`config.mk`:
```
export PLATFORM = sky130hd
export DESIGN_NAME = graph_dfs_adjacency_matrix
export DESIGN_NICKNAME = d
export VERILOG_FILES = /design/src/rtl/gdfs_pkg.sv /design/src/rtl/gdfs_ram.sv /design/src/rtl/gdfs_ctrl.sv /design/src/rtl/gdfs_datapath.sv /design/src/rtl/graph_dfs_adjacency_matrix.sv
export SDC_FILE = /design/constraint.sdc
export NUM_CORES = 2
export LEC_CHECK = 0
export BUFFER_PORTS_ARGS = -buffer_cell sky130_fd_sc_hd__buf_2
export CORE_MARGIN = 2
export CORE_UTILIZATION = 35
export DETAILED_ROUTE_END_ITERATION = 12
export SYNTH_ARGS = -nofsm -noshare
export SYNTH_HDL_FRONTEND = slang
export SYNTH_SLANG_ARGS = --single-unit
```
`constraint.sdc`:
```
create_clock -name clk_i -period 18.74 [get_ports clk_i]
set_input_delay 1.874 -clock clk_i [delete_from_list [all_inputs] [get_ports clk_i]]
set_output_delay 1.874 -clock clk_i [all_outputs]
set_load 0.02 [all_outputs]
```
`src/rtl/gdfs_pkg.sv`:
```
// Shared types, codes and defaults for the adjacency-matrix depth-first search block.
package gdfs_pkg;

  // Width of every vertex number field
  localparam int VW = 5;

  // Default sizing handed to the top level
  localparam int MAX_VERTICES_DEF = 16;
  localparam int STACK_DEPTH_DEF  = 256;

  // Vertex count after reset
  localparam logic [VW-1:0] VCOUNT_RESET = 5'd16;

  // Command codes
  localparam logic CMD_EDGE     = 1'b0;
  localparam logic CMD_TRAVERSE = 1'b1;

  // One input item
  typedef struct packed {
    logic          cmd;
    logic [VW-1:0] first_vertex;
    logic [VW-1:0] second_vertex;
  } dfs_in_t;

  // One result item
  typedef struct packed {
    logic [VW-1:0] vertex;
    logic          last;
    logic          error;
  } dfs_out_t;

  // Commands from the controller to the datapath
  typedef struct packed {
    logic load;
    logic row_rd_a;
    logic row_wr_a;
    logic row_rd_b;
    logic row_wr_b;
    logic emit_err;
    logic init;
    logic pop;
    logic finish;
    logic check;
    logic scan;
  } ctrl_cmd_t;

  // Status from the datapath to the controller
  typedef struct packed {
    logic is_trav;
    logic edge_ok;
    logic start_ok;
    logic sp_empty;
    logic v_new;
    logic scan_last;
  } dp_status_t;

endpackage

```
`src/rtl/gdfs_ram.sv`:
```
// Generic single-write, single-read RAM with registered read data.
module gdfs_ram #(
  parameter int WIDTH = 8,
  parameter int DEPTH = 16
) (
  input  logic                     clk_i,
  input  logic                     we_i,
  input  logic [$clog2(DEPTH)-1:0] waddr_i,
  input  logic [WIDTH-1:0]         wdata_i,
  input  logic                     re_i,
  input  logic [$clog2(DEPTH)-1:0] raddr_i,
  output logic [WIDTH-1:0]         rdata_o
);

  logic [WIDTH-1:0] mem_q [DEPTH];
  logic [WIDTH-1:0] rdata_q;

  // Write and registered read
  always_ff @(posedge clk_i) begin
    if (we_i) begin
      mem_q[waddr_i] <= wdata_i;
    end
    if (re_i) begin
      rdata_q <= mem_q[raddr_i];
    end
  end

  assign rdata_o = rdata_q;

endmodule

```
`src/rtl/gdfs_ctrl.sv`:
```
// Controller state machine sequencing edge updates and the depth-first traversal.
module gdfs_ctrl (
  input  logic                   clk_i,
  input  logic                   rst_ni,
  input  logic                   start,
  input  gdfs_pkg::dp_status_t   status_i,
  output gdfs_pkg::ctrl_cmd_t    cmd_o,
  output logic                   busy
);

  typedef enum logic [3:0] {
    S_IDLE,
    S_DECODE,
    S_E_RDA,
    S_E_WRA,
    S_E_RDB,
    S_E_WRB,
    S_T_INIT,
    S_T_POP,
    S_T_CHK,
    S_T_SCAN
  } state_e;

  state_e state_q, state_d;

  // Next state
  always_comb begin
    state_d = state_q;
    case (state_q)
      S_IDLE: begin
        if (start) state_d = S_DECODE;
      end
      S_DECODE: begin
        if (status_i.is_trav) begin
          state_d = status_i.start_ok ? S_T_INIT : S_IDLE;
        end else begin
          state_d = status_i.edge_ok ? S_E_RDA : S_IDLE;
        end
      end
      S_E_RDA:  state_d = S_E_WRA;
      S_E_WRA:  state_d = S_E_RDB;
      S_E_RDB:  state_d = S_E_WRB;
      S_E_WRB:  state_d = S_IDLE;
      S_T_INIT: state_d = S_T_POP;
      S_T_POP: begin
        state_d = status_i.sp_empty ? S_IDLE : S_T_CHK;
      end
      S_T_CHK: begin
        state_d = status_i.v_new ? S_T_SCAN : S_T_POP;
      end
      S_T_SCAN: begin
        if (status_i.scan_last) state_d = S_T_POP;
      end
      default: state_d = S_IDLE;
    endcase
  end

  // Hold state
  always_ff @(posedge clk_i or negedge rst_ni) begin
    if (!rst_ni) begin
      state_q <= S_IDLE;
    end else begin
      state_q <= state_d;
    end
  end

  // Decode commands for the datapath
  always_comb begin
    cmd_o          = '0;
    cmd_o.load     = (state_q == S_IDLE) && start;
    cmd_o.row_rd_a = (state_q == S_E_RDA);
    cmd_o.row_wr_a = (state_q == S_E_WRA);
    cmd_o.row_rd_b = (state_q == S_E_RDB);
    cmd_o.row_wr_b = (state_q == S_E_WRB);
    cmd_o.emit_err = (state_q == S_DECODE) && status_i.is_trav && !status_i.start_ok;
    cmd_o.init     = (state_q == S_T_INIT);
    cmd_o.pop      = (state_q == S_T_POP) && !status_i.sp_empty;
    cmd_o.finish   = (state_q == S_T_POP) && status_i.sp_empty;
    cmd_o.check    = (state_q == S_T_CHK);
    cmd_o.scan     = (state_q == S_T_SCAN);
  end

  assign busy = (state_q != S_IDLE);

endmodule

```
`src/rtl/gdfs_datapath.sv`:
```
// Datapath: adjacency rows, vertex stack, visited marks, scan counter and result register.
module gdfs_datapath #(
  parameter int MAX_VERTICES = gdfs_pkg::MAX_VERTICES_DEF,
  parameter int STACK_DEPTH  = gdfs_pkg::STACK_DEPTH_DEF
) (
  input  logic                             clk_i,
  input  logic                             rst_ni,
  input  gdfs_pkg::dfs_in_t                in_i,
  input  logic                             cfg_we_i,
  input  logic [gdfs_pkg::VW-1:0]          cfg_wdata_i,
  input  gdfs_pkg::ctrl_cmd_t              cmd_i,
  output gdfs_pkg::dp_status_t             status_o,
  output logic                             res_valid_o,
  output gdfs_pkg::dfs_out_t               res_o
);

  localparam int VW    = gdfs_pkg::VW;
  localparam int IDX_W = $clog2(MAX_VERTICES);
  localparam int SA_W  = $clog2(STACK_DEPTH);
  localparam int SP_W  = $clog2(STACK_DEPTH + 1);
  // Largest vertex number a field can carry and the matrix can hold
  localparam int VMAX  = (MAX_VERTICES > (2 ** VW) - 1) ? (2 ** VW) - 1 : MAX_VERTICES;

  // Vertex number to row and bit index
  function automatic logic [IDX_W-1:0] to_idx(input logic [VW-1:0] v);
    logic [VW-1:0] d;
    d = v - VW'(1);
    return IDX_W'(d);
  endfunction

  // Item and configuration registers
  logic                      cmd_q;
  logic [VW-1:0]             a_q, b_q;
  logic [VW-1:0]             vcount_q;
  logic [VW-1:0]             n_eff;

  // Traversal state
  logic [MAX_VERTICES-1:0]   visited_q;
  logic [SP_W-1:0]           sp_q;
  logic [VW-1:0]             i_q;
  logic [VW-1:0]             pend_q;
  logic                      pend_vld_q;

  // Row validity, cleared at reset, so unwritten rows read as no edges
  logic [MAX_VERTICES-1:0]   row_vld_q;
  logic                      rd_vld_q;

  // Result register
  gdfs_pkg::dfs_out_t        res_q;
  logic                      res_vld_q;

  // RAM ports
  logic                      row_we, row_re;
  logic [IDX_W-1:0]          row_waddr, row_raddr;
  logic [MAX_VERTICES-1:0]   row_wdata, row_rdata, row_data;
  logic                      stk_we, stk_re;
  logic [SA_W-1:0]           stk_waddr, stk_raddr;
  logic [VW-1:0]             stk_wdata, stk_rdata;

  logic [IDX_W-1:0]          a_idx, b_idx, v_idx, i_idx;
  logic                      stk_full, v_new, push_ok;

  // Clamp the vertex count to what the matrix holds
  assign n_eff = (vcount_q > VW'(VMAX)) ? VW'(VMAX) : vcount_q;

  assign a_idx = to_idx(a_q);
  assign b_idx = to_idx(b_q);
  assign v_idx = to_idx(stk_rdata);
  assign i_idx = to_idx(i_q);

  assign row_data = rd_vld_q ? row_rdata : '0;
  assign stk_full = (sp_q == SP_W'(STACK_DEPTH));
  assign v_new    = (stk_rdata != '0) && (stk_rdata <= n_eff) && !visited_q[v_idx];
  assign push_ok  = cmd_i.scan && row_data[i_idx] && !visited_q[i_idx] && !stk_full;

  // Adjacency row port steering
  always_comb begin
    row_re    = cmd_i.row_rd_a || cmd_i.row_rd_b || (cmd_i.check && v_new);
    row_raddr = cmd_i.row_rd_b ? b_idx : (cmd_i.check ? v_idx : a_idx);
    row_we    = cmd_i.row_wr_a || cmd_i.row_wr_b;
    row_waddr = cmd_i.row_wr_b ? b_idx : a_idx;
    row_wdata = row_data |
                ({{(MAX_VERTICES-1){1'b0}}, 1'b1} << (cmd_i.row_wr_b ? a_idx : b_idx));
  end

  // Stack port steering
  always_comb begin
    stk_we    = cmd_i.init || push_ok;
    stk_waddr = cmd_i.init ? '0 : sp_q[SA_W-1:0];
    stk_wdata = cmd_i.init ? a_q : i_q;
    stk_re    = cmd_i.pop;
    stk_raddr = SA_W'(sp_q - SP_W'(1));
  end

  // Status toward the controller
  always_comb begin
    status_o.is_trav   = (cmd_q == gdfs_pkg::CMD_TRAVERSE);
    status_o.edge_ok   = (a_q != '0) && (a_q <= n_eff) && (b_q != '0) && (b_q <= n_eff);
    status_o.start_ok  = (a_q != '0) && (a_q <= n_eff);
    status_o.sp_empty  = (sp_q == '0);
    status_o.v_new     = v_new;
    status_o.scan_last = (i_q == VW'(1));
  end

  // Control registers
  always_ff @(posedge clk_i or negedge rst_ni) begin
    if (!rst_ni) begin
      vcount_q   <= gdfs_pkg::VCOUNT_RESET;
      visited_q  <= '0;
      sp_q       <= '0;
      pend_vld_q <= 1'b0;
      row_vld_q  <= '0;
      rd_vld_q   <= 1'b0;
      res_vld_q  <= 1'b0;
    end else begin
      if (cfg_we_i) begin
        vcount_q <= cfg_wdata_i;
      end
      // Track written rows and qualify read data
      if (row_we) begin
        row_vld_q[row_waddr] <= 1'b1;
      end
      if (row_re) begin
        rd_vld_q <= row_vld_q[row_raddr];
      end
      // Strobe one transfer: a bad start, a released vertex or the last one
      res_vld_q <= cmd_i.emit_err || (cmd_i.check && v_new && pend_vld_q) ||
                   (cmd_i.finish && pend_vld_q);
      // Fresh traversal with the start vertex pushed
      if (cmd_i.init) begin
        visited_q  <= '0;
        sp_q       <= SP_W'(1);
        pend_vld_q <= 1'b0;
      end
      if (cmd_i.pop) begin
        sp_q <= sp_q - SP_W'(1);
      end
      // Newly visited vertex: mark it and hold it back
      if (cmd_i.check && v_new) begin
        visited_q[v_idx] <= 1'b1;
        pend_vld_q       <= 1'b1;
      end
      if (push_ok) begin
        sp_q <= sp_q + SP_W'(1);
      end
      // Stack drained: the held vertex is the last one
      if (cmd_i.finish) begin
        pend_vld_q <= 1'b0;
      end
    end
  end

  // Payload registers
  always_ff @(posedge clk_i) begin
    if (cmd_i.load) begin
      cmd_q <= in_i.cmd;
      a_q   <= in_i.first_vertex;
      b_q   <= in_i.second_vertex;
    end
    if (cmd_i.check && v_new) begin
      i_q    <= n_eff;
      pend_q <= stk_rdata;
    end else if (cmd_i.scan) begin
      i_q <= i_q - VW'(1);
    end
    if (cmd_i.emit_err) begin
      res_q.vertex <= '0;
      res_q.last   <= 1'b1;
      res_q.error  <= 1'b1;
    end else if (cmd_i.check) begin
      res_q.vertex <= pend_q;
      res_q.last   <= 1'b0;
      res_q.error  <= 1'b0;
    end else if (cmd_i.finish) begin
      res_q.vertex <= pend_q;
      res_q.last   <= 1'b1;
      res_q.error  <= 1'b0;
    end
  end

  gdfs_ram #(
    .WIDTH (MAX_VERTICES),
    .DEPTH (MAX_VERTICES)
  ) u_row_ram (
    .clk_i   (clk_i),
    .we_i    (row_we),
    .waddr_i (row_waddr),
    .wdata_i (row_wdata),
    .re_i    (row_re),
    .raddr_i (row_raddr),
    .rdata_o (row_rdata)
  );

  gdfs_ram #(
    .WIDTH (VW),
    .DEPTH (STACK_DEPTH)
  ) u_stack_ram (
    .clk_i   (clk_i),
    .we_i    (stk_we),
    .waddr_i (stk_waddr),
    .wdata_i (stk_wdata),
    .re_i    (stk_re),
    .raddr_i (stk_raddr),
    .rdata_o (stk_rdata)
  );

  assign res_valid_o = res_vld_q;
  assign res_o       = res_q;

endmodule

```
`src/rtl/graph_dfs_adjacency_matrix.sv`:
```
// Top level of the adjacency-matrix depth-first search block.
//
// Usage: drive in_i and raise start; the item transfers on a clock edge with start high
// and busy low. An edge item (cmd 0) with both vertices in range sets both symmetric
// matrix bits; no edge item gives a result. A traverse item (cmd 1) runs a
// stack-based depth-first search and shows each newly visited vertex on res_o for one
// cycle with res_valid_o, in visit order; the last one carries last. A bad start vertex
// gives one result with error and last set. Traversal time is dominated by the
// one-bit-per-cycle scan of each visited vertex's matrix row over the n active vertices.
// Every result except the last appears while the search still runs; the final one
// shows once busy is low again. The receiver cannot stall; results are never held.
// The user must write the vertex count register (cfg_we_i, cfg_wdata_i) only while idle; the block does not check.
// Reset: vertex count returns to 16, the matrix reads as no edges (row valid flags
// clear at once, no clearing pass), the stack is empty and busy is low.
module graph_dfs_adjacency_matrix #(
  parameter int MAX_VERTICES = gdfs_pkg::MAX_VERTICES_DEF,
  parameter int STACK_DEPTH  = gdfs_pkg::STACK_DEPTH_DEF
) (
  input  logic                    clk_i,
  input  logic                    rst_ni,
  input  logic                    start,
  input  gdfs_pkg::dfs_in_t       in_i,
  output logic                    busy,
  input  logic                    cfg_we_i,
  input  logic [gdfs_pkg::VW-1:0] cfg_wdata_i,
  output logic                    res_valid_o,
  output gdfs_pkg::dfs_out_t      res_o
);

  gdfs_pkg::ctrl_cmd_t  cmd;
  gdfs_pkg::dp_status_t status;

  gdfs_ctrl u_ctrl (
    .clk_i    (clk_i),
    .rst_ni   (rst_ni),
    .start    (start),
    .status_i (status),
    .cmd_o    (cmd),
    .busy     (busy)
  );

  gdfs_datapath #(
    .MAX_VERTICES (MAX_VERTICES),
    .STACK_DEPTH  (STACK_DEPTH)
  ) u_datapath (
    .clk_i       (clk_i),
    .rst_ni      (rst_ni),
    .in_i        (in_i),
    .cfg_we_i    (cfg_we_i),
    .cfg_wdata_i (cfg_wdata_i),
    .cmd_i       (cmd),
    .status_o    (status),
    .res_valid_o (res_valid_o),
    .res_o       (res_o)
  );

  // An accepted item always makes the block busy
  a_busy_after_start: assert property (@(posedge clk_i) disable iff (!rst_ni)
    start && !busy |=> busy)
    else $error("busy not raised after an input transfer");

  // The closing transfer of an item appears only once the block is idle
  a_last_when_idle: assert property (@(posedge clk_i) disable iff (!rst_ni)
    res_valid_o && res_o.last |-> !busy)
    else $error("last result while still busy");

  // An error result is always the only, hence last, result
  a_error_is_last: assert property (@(posedge clk_i) disable iff (!rst_ni)
    res_valid_o && res_o.error |-> res_o.last && (res_o.vertex == '0))
    else $error("malformed error result");

  // A visited vertex is never numbered zero
  a_vertex_nonzero: assert property (@(posedge clk_i) disable iff (!rst_ni)
    res_valid_o && !res_o.error |-> res_o.vertex != '0)
    else $error("zero vertex in a traversal result");

endmodule

```
==> results.md <==
- Status: finished, final reports clean
- Fin crit period: just over 5 ns
- GRT Util Overall: 0.170
- Hold_buf cts: 0
- CP Data Required Time: approximately 19 ns
- Remaining Overflow, GRT: 0
- Worst-margin pin slew: approximately 1.4 ns
- Top-area cell type share of the netlist area: 0.715
- DR DRC count: 0
- # rows: ~160
- Fin Setup TNS: 0 ns
- Clock skew: between 0.05 and 0.06 ns
- Synthesized instance count: about 3,400
- Setup slack, reg-to-reg: approximately 14 ns
- #FFs+latches synth: about 1,600
- H-tree Lvls: 4
- CTS resizes: 0
- Synthesized cell area: roughly 66,000 um2
- Cells on worst reg2reg path: 11
- Worst r2r src: u_datapath.sp_q[0]$_DFFE_PN0P_
- Pwr/cell area: 152 nW/um2
- Crit path max fanout: 56
- Drt first pass iters: 7
- Core Util, Final: 0.398
- Largest net degree at the start of global routing: approximately 230
- DRT antenna net count: 0
- Crit path launch type: flip-flop
- DIE HEIGHT: around 440 um
- Initial antenna violation count: 5
- Layout area overhead: 12.9%
- Most used DFF post-synth: edfxtp_1
- Fin. max-slew vios: 0
- Critical Path AT: roughly 5.7 ns
- Crit. End Element: flip-flop
- Area contributors post-synth: edfxtp_1, mux4_2, mux2i_1, dfrtp_1, nor2_1
- Vias: around 33,000
- Most common cell in the netlist: edfxtp_1
- Cts bufs inserted: between 150 and 200
- Max-Slew Margin vs Limit: 0.0448
- Synth warn: 0
- GP Congestion: around 0.85
- Hold Startpoint: u_datapath.row_vld_q[0]$_DFFE_PN0N_
- Nets@finish: roughly 3,600
- Syn nets: around 3,500
- Worst r2r dst: u_datapath.u_stack_ram.rdata_o[0]$_DFFE_PP_
- Hold path depth: 1
- Vias in the first global route: approximately 34,000
- Synth async-reset ratio: 0.0324
- Final hold vios: 0
- Fin crit share: 0.274
- Clock Path Buffers: 3
- Peak supply drop: 228 uV
- CORE AREA: 188,000 um2
- Worst Hold End: u_datapath.row_vld_q[0]$_DFFE_PN0N_
- Sequential cell area fraction in the yosys report: 0.737
- Leak pwr: about 24 nW
- Initial DRC Count: around 3,700
- PortBufs: 28
- CTS clock-pin slew for the worst setup and hold paths: 0.06 ns
- Clock Sinks: roughly 1,600
- Final Setup Violations: 0
- Max_cap viols: 0
- Layout cells sized above 1: 0.218
- Detailed Place HPWL: roughly 100 mm
- Post-CTS Setup Bufs: 0
- Root buffer cell: clkbuf_16
- Netlist cell types: between 70 and 80
- Top-level I/O count: 29
- Die Wd: between 400 and 500 um
- Total wire length: between 150 and 200 mm
- DR WL/cell: 26.8 um
- Hold Path Class: reg2reg
- Cell taking the most area after synthesis: edfxtp_1
- Vias per cell: about 5.4
- Setup Crit Path Kind: reg2reg
- Syn_area_per_cell: approximately 19 um2
- CTS tree: built
- First-pass GRT wire length: approximately 240 mm
- RSZ-0062 raised after global routing: no
- EDFF count, synth: between 1,500 and 2,000
- Skew-Pair Late Insertion Delay: 0.81 ns
- Initial core utilization: 0.353
- Fmax: 195 MHz
- Die footprint: roughly 190,000 um2
- Top cells by count, synth: edfxtp_1, mux4_2, nor2_1
cell type report:
cell class,count,area (um2)
antenna,1,2.50
clock buffer,214,4450
clock inverter,90,922
fill,16600,113000
inverter,25,93.8
multi-input combinational,1573,16600
sequential,1638,48900
tap,2495,3120
timing repair buffer,101,738
cells by family after synthesis:
group | count (synthesis) | share of synthesized area
flip-flops | 1638 | 0.737
multiplexers | 676 | 0.175
AND/OR/NAND/NOR | 668 | 0.0439
buffers and inverters | 219 | 0.0161
AO/OA/AOI/OAI | 179 | 0.0191
adder cells (fa/ha/maj) | 29 | 0.00548
XOR/XNOR | 21 | 0.00289
power breakdown:
part,internal [mW],switching [mW]
clock network,1.86,1.41
logic,1.56,2.19
registers,4.22,0.118
how the worst max path moves through the flow:
stage	startpoint	endpoint	slack, ns	depth (start not counted)
after floorplan	u_ctrl.state_q[2]$_DFFE_PN0P_	u_datapath.u_stack_ram.mem_q[0][0]$_DFFE_PP_	5.27	6
after global routing	u_datapath.sp_q[0]$_DFFE_PN0P_	u_datapath.u_stack_ram.rdata_o[1]$_DFFE_PP_	13.37	11
after global placement	u_datapath.sp_q[0]$_DFFE_PN0P_	u_datapath.u_stack_ram.rdata_o[0]$_DFFE_PP_	13.58	11
after detailed placement	u_datapath.sp_q[0]$_DFFE_PN0P_	u_datapath.u_stack_ram.rdata_o[1]$_DFFE_PP_	13.53	11
after CTS	u_datapath.sp_q[0]$_DFFE_PN0P_	u_datapath.u_stack_ram.rdata_o[0]$_DFFE_PP_	13.51	11
final	u_datapath.sp_q[0]$_DFFE_PN0P_	u_datapath.u_stack_ram.rdata_o[0]$_DFFE_PP_	13.61	11
through the flow:
step           instance area, um2  power [mW]  hold slack [ns]  setup WS (ns)  cells
6_report                    74800        11.4            0.466          13.61   6137
5_1_grt                     74800        11.8            0.478          13.37   6136
4_1_cts                     74800        11.4            0.468          13.51   6136
3_5_place_dp                69500        8.18            0.454          13.53   5832
3_3_place_gp                69500        8.17            0.452          13.58   5832
2_1_floorplan               66300        7.01            0.439           5.27   3430
registers in the layout (all words and copies together), names as in the netlist, 4 cells and up:
signal                          cells
u_datapath.a_q                      5
u_datapath.res_o                    7
u_datapath.b_q                      5
u_datapath.u_stack_ram.mem_q     1280
u_datapath.sp_q                     9
u_datapath.visited_q               16
u_datapath.u_row_ram.rdata_o       16
u_ctrl.state_q                      4
u_datapath.pend_q                   5
u_datapath.i_q                      5
u_datapath.row_vld_q               16
u_datapath.u_stack_ram.rdata_o      5
u_datapath.vcount_q                 5
u_datapath.u_row_ram.mem_q        256
critical path, cell delays in order (launching register included):
cell	delay, ns
dfrtp_4	0.81
inv_1	0.28
ha_4	0.64
buf_4	0.60
buf_4	0.78
mux4_2	0.45
mux4_2	0.47
nand2_1	0.09
a21oi_1	0.08
a21oi_1	0.29
a31oi_1	0.20
o311a_1	0.16
per-layer routing:
layer | track usage | up-vias | share of wire
li1 | - | 14000 | -
met1 | 0.243 | 17800 | 0.44
met2 | 0.263 | 1288 | 0.47
met3 | 0.0371 | 253 | 0.073
met4 | 0.0445 | 4 | 0.023
met5 | 0 | - | 0.00016
layout by cell type (no fill, tap or decap), types with 6 or more instances in the layout:
| master | n |
|---|---|
| buf_2 | 28 |
| dfxtp_1 | 7 |
| nor2_2 | 11 |
| clkinv_1 | 30 |
| mux2_2 | 6 |
| clkbuf_16 | 168 |
| xnor2_1 | 10 |
| inv_1 | 24 |
| buf_4 | 69 |
| and3_1 | 8 |
| nand2_1 | 156 |
| or2_2 | 17 |
| nor3_1 | 21 |
| nand2b_1 | 15 |
| bufinv_16 | 12 |
| clkbuf_8 | 7 |
| a21oi_1 | 35 |
| o21ai_0 | 30 |
| a31oi_1 | 15 |
| nor2_1 | 319 |
| a22o_1 | 27 |
| nor2b_1 | 11 |
| nand3_1 | 58 |
| mux4_2 | 386 |
| xor2_1 | 6 |
| a32oi_1 | 8 |
| edfxtp_1 | 1578 |
| ha_1 | 28 |
| o21a_1 | 6 |
| clkinv_2 | 24 |
| nand4_1 | 11 |
| nor2_4 | 10 |
| dfrtp_1 | 51 |
| clkbuf_1 | 39 |
| mux2i_1 | 283 |
No activity file was read; power rests on OpenSTA's default activity.
